File: config.mk
export PLATFORM = sky130hd
export DESIGN_NAME = ring_queue_with_indexed_delete_unit_flat
export DESIGN_NICKNAME = d
export VERILOG_FILES = /design/src/hdl/rqdel_pkg.sv /design/src/hdl/rqdel_if.sv /design/src/hdl/ring_queue_with_indexed_delete_unit.sv /design/src/flat_wrapper.sv
export SDC_FILE = /design/constraint.sdc
export NUM_CORES = 2
export LEC_CHECK = 0
export BUFFER_PORTS_ARGS = -buffer_cell sky130_fd_sc_hd__buf_2
export CORE_MARGIN = 2
export CORE_UTILIZATION = 49
export CTS_BUF_LIST = sky130_fd_sc_hd__clkbuf_4 sky130_fd_sc_hd__clkbuf_8 sky130_fd_sc_hd__clkbuf_16
export CTS_CLUSTER_DIAMETER = 120
export CTS_CLUSTER_SIZE = 12
export DETAILED_ROUTE_END_ITERATION = 8
export PLACE_DENSITY = 0.62
export SETUP_SLACK_MARGIN = 0.3
export SKIP_LAST_GASP = 1
export SLEW_MARGIN = 20
export SYNTH_ARGS = -nofsm -noshare
export SYNTH_HDL_FRONTEND = slang
export SYNTH_SLANG_ARGS = --single-unit
File: constraint.sdc
create_clock -name clk_i -period 15.9 [get_ports clk_i]
set_input_delay 1.59 -clock clk_i [delete_from_list [all_inputs] [get_ports clk_i]]
set_output_delay 1.59 -clock clk_i [all_outputs]
set_load 0.01 [all_outputs]
File: src/hdl/rqdel_pkg.sv
`timescale 1ns / 1ps
`default_nettype none

package rqdel_pkg;

  localparam int unsigned QUEUE_DEPTH = 16;
  localparam int unsigned SLOT_W      = $clog2(QUEUE_DEPTH);
  localparam int unsigned CNT_W       = $clog2(QUEUE_DEPTH + 1);
  localparam int unsigned SUM_W       = CNT_W + 1;

  localparam int unsigned TYPE_W = 2;
  localparam int unsigned POS_W  = 4;
  localparam int unsigned MSG_W  = 64;
  localparam int unsigned CMD_W  = 8;
  localparam int unsigned OCNT_W = 5;

  typedef enum logic [TYPE_W-1:0] {
    REQ_PUSH   = 2'd0,
    REQ_POP    = 2'd1,
    REQ_READ   = 2'd2,
    REQ_DELETE = 2'd3
  } req_kind_e;

  // Slot of the record at a position from the head, wrapped modulo the depth.
  function automatic logic [SLOT_W-1:0] slot_at(input logic [SLOT_W-1:0] head,
                                                input logic [CNT_W-1:0]  pos);
    logic [SUM_W-1:0] sum;
    sum = SUM_W'(head) + SUM_W'(pos);
    if (sum >= SUM_W'(QUEUE_DEPTH)) begin
      sum = sum - SUM_W'(QUEUE_DEPTH);
    end
    return sum[SLOT_W-1:0];
  endfunction

endpackage

`default_nettype wire

File: src/hdl/rqdel_if.sv
`timescale 1ns / 1ps
`default_nettype none

interface rqdel_req_if;
  logic                          valid;
  logic                          ready;
  logic [rqdel_pkg::TYPE_W-1:0]  req_type;
  logic [rqdel_pkg::POS_W-1:0]   entry_index;
  logic [rqdel_pkg::MSG_W-1:0]   message_in;
  logic [rqdel_pkg::CMD_W-1:0]   command_in;

  modport source (output valid, req_type, entry_index, message_in, command_in,
                  input ready);
  modport sink   (input valid, req_type, entry_index, message_in, command_in,
                  output ready);
endinterface

interface rqdel_res_if;
  logic                          valid;
  logic                          ready;
  logic                          done_res;
  logic [rqdel_pkg::MSG_W-1:0]   message_out;
  logic [rqdel_pkg::CMD_W-1:0]   command_out;
  logic [rqdel_pkg::OCNT_W-1:0]  entry_count;

  modport source (output valid, done_res, message_out, command_out, entry_count,
                  input ready);
  modport sink   (input valid, done_res, message_out, command_out, entry_count,
                  output ready);
endinterface

`default_nettype wire

File: src/hdl/ring_queue_with_indexed_delete_unit.sv
`timescale 1ns / 1ps
`default_nettype none

// Circular queue of 16 command records (64-bit message, 8-bit command type) held
// in a single-port-write, registered-read memory. One request is taken at a time;
// ready is high only while the sequencer is idle. Push and refused requests
// finish without a memory read; pop and read wait for the registered read data,
// and a delete at position p walks every record behind p, because each record
// moved toward the head costs one memory read and one memory write. A finished
// result sits in the output register until it is taken, and the next request
// can be accepted meanwhile.
module ring_queue_with_indexed_delete_unit (
  input  wire logic     clk_i,
  input  wire logic     rst_ni,
  rqdel_req_if.sink     req_i,
  rqdel_res_if.source   res_o
);
  import rqdel_pkg::*;

  localparam int unsigned ENT_W = MSG_W + CMD_W;

  localparam logic [2:0] S_IDLE  = 3'd0;
  localparam logic [2:0] S_EXEC  = 3'd1;
  localparam logic [2:0] S_RDATA = 3'd2;
  localparam logic [2:0] S_SHRD  = 3'd3;
  localparam logic [2:0] S_SHWR  = 3'd4;
  localparam logic [2:0] S_FIN   = 3'd5;

  logic [2:0]        state_q, state_d;
  logic [SLOT_W-1:0] head_q, head_d;
  logic [CNT_W-1:0]  count_q, count_d;
  logic [CNT_W-1:0]  iter_q, iter_d;

  req_kind_e         kind_q;
  logic [CNT_W-1:0]  pos_q;
  logic [MSG_W-1:0]  msg_q;
  logic [CMD_W-1:0]  cmd_q;

  logic              done_q, done_d;
  logic [ENT_W-1:0]  rec_q, rec_d;

  logic              out_valid_q;
  logic              out_done_q;
  logic [MSG_W-1:0]  out_msg_q;
  logic [CMD_W-1:0]  out_cmd_q;
  logic [OCNT_W-1:0] out_cnt_q;

  logic [ENT_W-1:0]  mem [QUEUE_DEPTH];
  logic [ENT_W-1:0]  rdata_q;
  logic [SLOT_W-1:0] raddr;
  logic              we;
  logic [SLOT_W-1:0] waddr;
  logic [ENT_W-1:0]  wdata;

  logic              in_fire;
  logic              out_free;

  assign in_fire  = req_i.valid && req_i.ready;
  assign out_free = !out_valid_q || res_o.ready;

  assign req_i.ready = (state_q == S_IDLE);

  always_ff @(posedge clk_i) begin
    if (we) begin
      mem[waddr] <= wdata;
    end
    rdata_q <= mem[raddr];
  end

  always_comb begin
    state_d = state_q;
    head_d  = head_q;
    count_d = count_q;
    iter_d  = iter_q;
    done_d  = done_q;
    rec_d   = rec_q;
    raddr   = head_q;
    we      = 1'b0;
    waddr   = slot_at(head_q, count_q);
    wdata   = {msg_q, cmd_q};

    unique case (state_q)
      S_IDLE: begin
        if (in_fire) begin
          state_d = S_EXEC;
        end
      end
      S_EXEC: begin
        done_d  = 1'b0;
        rec_d   = '0;
        state_d = S_FIN;
        unique case (kind_q)
          REQ_PUSH: begin
            if (count_q < CNT_W'(QUEUE_DEPTH)) begin
              we      = 1'b1;
              count_d = count_q + 1'b1;
              done_d  = 1'b1;
            end
          end
          REQ_POP: begin
            if (count_q != '0) begin
              raddr   = head_q;
              head_d  = slot_at(head_q, CNT_W'(1));
              count_d = count_q - 1'b1;
              done_d  = 1'b1;
              state_d = S_RDATA;
            end
          end
          REQ_READ: begin
            if (pos_q < count_q) begin
              raddr   = slot_at(head_q, pos_q);
              done_d  = 1'b1;
              state_d = S_RDATA;
            end
          end
          REQ_DELETE: begin
            if (pos_q < count_q) begin
              iter_d  = pos_q + 1'b1;
              state_d = S_SHRD;
            end
          end
          default: ;
        endcase
      end
      S_RDATA: begin
        rec_d   = rdata_q;
        state_d = S_FIN;
      end
      S_SHRD: begin
        if (iter_q < count_q) begin
          raddr   = slot_at(head_q, iter_q);
          state_d = S_SHWR;
        end else begin
          count_d = count_q - 1'b1;
          done_d  = 1'b1;
          state_d = S_FIN;
        end
      end
      S_SHWR: begin
        // Move the record just read one slot toward the head.
        we      = 1'b1;
        waddr   = slot_at(head_q, iter_q - 1'b1);
        wdata   = rdata_q;
        iter_d  = iter_q + 1'b1;
        state_d = S_SHRD;
      end
      S_FIN: begin
        if (out_free) begin
          state_d = S_IDLE;
        end
      end
      default: state_d = S_IDLE;
    endcase
  end

  always_ff @(posedge clk_i or negedge rst_ni) begin
    if (!rst_ni) begin
      state_q     <= S_IDLE;
      head_q      <= '0;
      count_q     <= '0;
      out_valid_q <= 1'b0;
    end else begin
      state_q <= state_d;
      head_q  <= head_d;
      count_q <= count_d;
      if (state_q == S_FIN && out_free) begin
        out_valid_q <= 1'b1;
      end else if (res_o.ready) begin
        out_valid_q <= 1'b0;
      end
    end
  end

  always_ff @(posedge clk_i) begin
    iter_q <= iter_d;
    done_q <= done_d;
    rec_q  <= rec_d;
    if (in_fire) begin
      kind_q <= req_kind_e'(req_i.req_type);
      pos_q  <= CNT_W'(req_i.entry_index);
      msg_q  <= req_i.message_in;
      cmd_q  <= req_i.command_in;
    end
    if (state_q == S_FIN && out_free) begin
      out_done_q <= done_q;
      out_msg_q  <= rec_q[ENT_W-1:CMD_W];
      out_cmd_q  <= rec_q[CMD_W-1:0];
      out_cnt_q  <= OCNT_W'(count_q);
    end
  end

  assign res_o.valid       = out_valid_q;
  assign res_o.done_res    = out_done_q;
  assign res_o.message_out = out_msg_q;
  assign res_o.command_out = out_cmd_q;
  assign res_o.entry_count = out_cnt_q;

endmodule

`default_nettype wire

File: src/flat_wrapper.sv
// flat-port wrapper written by rule: the top's interface ports become plain ports
module ring_queue_with_indexed_delete_unit_flat import rqdel_pkg::*;
  (clk_i, rst_ni, req_i_valid, req_i_req_type, req_i_entry_index, req_i_message_in, req_i_command_in, req_i_ready, res_o_valid, res_o_done_res, res_o_message_out, res_o_command_out, res_o_entry_count, res_o_ready);
  rqdel_req_if req_i_i ();
  rqdel_res_if res_o_i ();
  input  wire logic clk_i;
  input  wire logic rst_ni;
  input wire logic [$bits(req_i_i.valid)-1:0] req_i_valid;
  input wire logic [$bits(req_i_i.req_type)-1:0] req_i_req_type;
  input wire logic [$bits(req_i_i.entry_index)-1:0] req_i_entry_index;
  input wire logic [$bits(req_i_i.message_in)-1:0] req_i_message_in;
  input wire logic [$bits(req_i_i.command_in)-1:0] req_i_command_in;
  output wire logic [$bits(req_i_i.ready)-1:0] req_i_ready;
  output wire logic [$bits(res_o_i.valid)-1:0] res_o_valid;
  output wire logic [$bits(res_o_i.done_res)-1:0] res_o_done_res;
  output wire logic [$bits(res_o_i.message_out)-1:0] res_o_message_out;
  output wire logic [$bits(res_o_i.command_out)-1:0] res_o_command_out;
  output wire logic [$bits(res_o_i.entry_count)-1:0] res_o_entry_count;
  input wire logic [$bits(res_o_i.ready)-1:0] res_o_ready;
  assign req_i_i.valid = req_i_valid;
  assign req_i_i.req_type = req_i_req_type;
  assign req_i_i.entry_index = req_i_entry_index;
  assign req_i_i.message_in = req_i_message_in;
  assign req_i_i.command_in = req_i_command_in;
  assign req_i_ready = req_i_i.ready;
  assign res_o_valid = res_o_i.valid;
  assign res_o_done_res = res_o_i.done_res;
  assign res_o_message_out = res_o_i.message_out;
  assign res_o_command_out = res_o_i.command_out;
  assign res_o_entry_count = res_o_i.entry_count;
  assign res_o_i.ready = res_o_ready;
  ring_queue_with_indexed_delete_unit u_core (.clk_i(clk_i), .rst_ni(rst_ni), .req_i(req_i_i), .res_o(res_o_i));
endmodule
==> reports/results.ini <==
[floorplan]
initial_utilization_pct=49.2
die_h_um=345
die_width_um=345
design.core.area_um2=116000
ios=162
die-area_um2=119000
num_rows=125

[clock_network]
cts_root_buf=clkbuf_16
cts.sinks=1471
cts_resized=0
post_cts_buffers=0
h-tree-depth=4
cts_hold_buf=0
clkLatencyLatePin_ns=0.75
clk_pin_slew_ns=0.07
cts_buffers=140
tritoncts=done
clk_path_buf_depth=3

[setup_path]
path_cells=inv_1 -> ha_1 -> a21oi_1 -> o21ai_1 -> a311o_1 -> o22ai_4 -> buf_4 -> or2_4 -> buf_4 -> buf_4 -> a32oi_1 -> a32oi_1 -> o221ai_1
worstPathRequired_ns=16.47
critPathArrivalTime_ns=6.28
critPathKind=reg -> reg
slowest_delay_ns=0.85
cp_slowest_cell=buf_4
cp_max_fo=87
timing.critical_path.mode_cell=buf_4
start_kind=flip-flop
end_kind=flip-flop

[grt]
grt_max_degree=190
gr-usage-all-layers_pct=24.2
grt_pass1_wl_um=215000
grt_pass1_vias=33700
grt_antenna_before_repair=0
overflow=0

[drt]
via_per_inst=6.20
vias=34500
routed_wirelength_um=145000
drtIter0Drc=3879
ant_nets=0
drc_errors=0
wl_per_cell_um=26.1
firstDrtPassIters=5

[layout]
drive_above_1_share_pct=12.7
diodes=0
nets=4040
area_growth_pct=11.7
final_area_um2=63600

[pwr]
p_sw_mw=5.62
clkPwrFrac_pct=22.2
p_per_area_nw_per_um2=227
p_int_mw=8.82
leakagePower_nw=21.6
p_sw_share_pct=38.9
seq_power_share_pct=38.7
ir_drop_v=0.000234
p_comb_share_pct=39.1

[place]
dp_slack_ns=10.25
portBuffers=161
dpl_cell_area_um2=59200
hpwl_um=70100
gp_congestion=0.795

[sta]
drv_slew=0
finalHoldViolations=0
fmax_mhz=175
period_share_pct=35.9
clock_skew_ns=0.0221
setup_viol=0
worstMarginPinSlew_ns=1.08
rsz0062_at_grt=false
period_needed_ns=5.71
timing.final.ws_setup_ns=10.19
setup_tns_ns=0
slew_headroom_pct=28.0

[outcome]
status=finished clean

[logic_synthesis]
synth_seq_cells=1471
ys.flop_type=edfxtp_1
async_flop_share_pct=0.884
synth_cell_type_count=56
synth_edf_count=1386
yosysSeqAreaShare_pct=76.2
syn_nets=3983
syn_area_um2=56900
netlist_instances=3876
syn_area_per_cell_um2=14.7
yosys_warnings=0

[run]
drv_cap=0

[hold_path]
hp-class=reg -> reg

-- cell type report --
class	count	area, um^2
fill	9280	52100
sequential	1471	43400
timing repair buffer	231	1390
multi-input combinational	2071	12500
inverter	18	67.6
tap	1524	1910
clock inverter	13	186
clock buffer	228	4200
-- sequential cells by signal, indices dropped and copies added, names as in the netlist, 4 cells and up --
register / flops
u_core.count_q: 5
u_core.res_o.entry_count: 5
u_core.rec_q: 72
u_core.pos_q: 4
u_core.msg_q: 64
u_core.mem: 1152
u_core.rdata_q: 72
u_core.res_o.message_out: 64
u_core.cmd_q: 8
u_core.iter_q: 5
u_core.res_o.command_out: 8
u_core.head_q: 4
-- cells in the final DEF (no fill, tap or decap), types with 4 or more instances in the layout --
master     netlist  routed
edfxtp_1      1386    1386
nand2_1        675     671
o21ai_0        225     225
nand3_1        218     218
buf_2           42     161
a21oi_1        158     158
a32oi_1        145     145
and3_1         146     145
a32o_1         145     145
clkbuf_16        0     142
clkbuf_4         0      86
a211o_1         72      72
a311oi_1        72      72
o221ai_1        72      72
dfxtp_1         72      72
buf_4            1      66
ha_1            22      22
inv_1           18      17
nor2_4           0      17
xnor2_1         14      14
dfrtp_1         13      13
nor2_1          28      11
xor2_1           7       7
o211ai_1         6       6
nor3_1           7       5
nand2b_1         5       5
inv_6            0       5
a21o_1           5       4
clkinv_8         0       4
-- kinds of logic (layout without fill, tap and decap cells) --
logic type               count (synthesis)  count (layout)  share of synthesized area (%)
buffers and inverters                  334             490                           2.37
XOR/XNOR                                21              21                          0.323
flip-flops                            1471            1471                           76.2
AO/OA/AOI/OAI                          917             917                           11.9
multiplexers                             5               5                         0.0901
AND/OR/NAND/NOR                       1103            1103                           8.57
adder cells (fa/ha/maj)                 25              25                          0.589
-- worst paths after layout --
| check | from | endpoint | slack [ns] | cells after the start |
|---|---|---|---|---|
| setup / recovery | u_core.count_q[2] | u_core.rdata_q[56] | 10.19 | 13 |
| hold / removal | u_core.rec_q[62] | u_core.res_o.message_out[54] | 0.42 | 0 |
| setup reg to reg | u_core.count_q[2] | u_core.rdata_q[56] | 10.19 | 13 |
| hold reg to reg | u_core.rec_q[62] | u_core.res_o.message_out[54] | 0.42 | 0 |
| max in group asynchronous | rst_ni | u_core.res_o.valid | 14.89 | 1 |
| min in group asynchronous | rst_ni | u_core.count_q[1] | 0.75 | 1 |
-- synthesized netlist by cell type, types with 7 or more instances --
master	n	area [um^2]
a32oi_1	145	1270
ha_1	22	275
o221ai_1	72	631
a21oi_1	158	791
clkbuf_1	260	976
xor2_1	7	61.3
edfxtp_1	1386	41600
a211o_1	72	631
and3_1	146	913
nand3_1	218	1090
nor2_1	28	105
dfxtp_1	72	1440
nor3_1	7	35.0
o21ai_0	225	1130
a311oi_1	72	631
buf_1	8	30.0
dfrtp_1	13	325
inv_1	18	67.6
xnor2_1	14	123
a32o_1	145	1450
nand2_1	675	2530
buf_2	42	210
-- routing by layer --
metal / wire (um) / up-vias / track usage, %
met5: 0 / - / 0
met4: 3140 / 0 / 6.65
met3: 9310 / 230 / 3.32
met2: 71400 / 1339 / 40.7
met1: 60900 / 17600 / 33.1
li1: - / 15300 / -
-- stage by stage --
stage / utilization, % / hold slack, ns / power, mW / std cells
floorplan: - / 0.400 / 9.47 / 3876
global placement: 51.1 / 0.401 / 11.2 / 5314
detailed placement: 51.2 / 0.405 / 11.3 / 5315
CTS: 55.0 / 0.413 / 14.5 / 5556
global route: 55.0 / 0.419 / 15.2 / 5556
finish: 55.0 / 0.418 / 14.4 / 5556
-- worst max-delay path, delay by kind of cell (launching register included) --
| family | cells | cell delay, ns |
|---|---|---|
| buf+inv | 4 | 2.34 |
| flops | 1 | 0.45 |
| fa+ha+maj | 1 | 0.32 |
| simple gates | 1 | 0.73 |
| compound gates | 7 | 1.55 |
-- power groups by stage --
stage,registers [mW],clock network [mW],logic [mW]
after floorplan,5.63,0,3.84
after global placement,5.65,0,5.57
after detailed placement,5.66,0,5.63
after CTS,5.59,3.27,5.65
after global routing,5.64,3.42,6.14
final,5.58,3.21,5.64
Power figures use the tool's default switching activity.
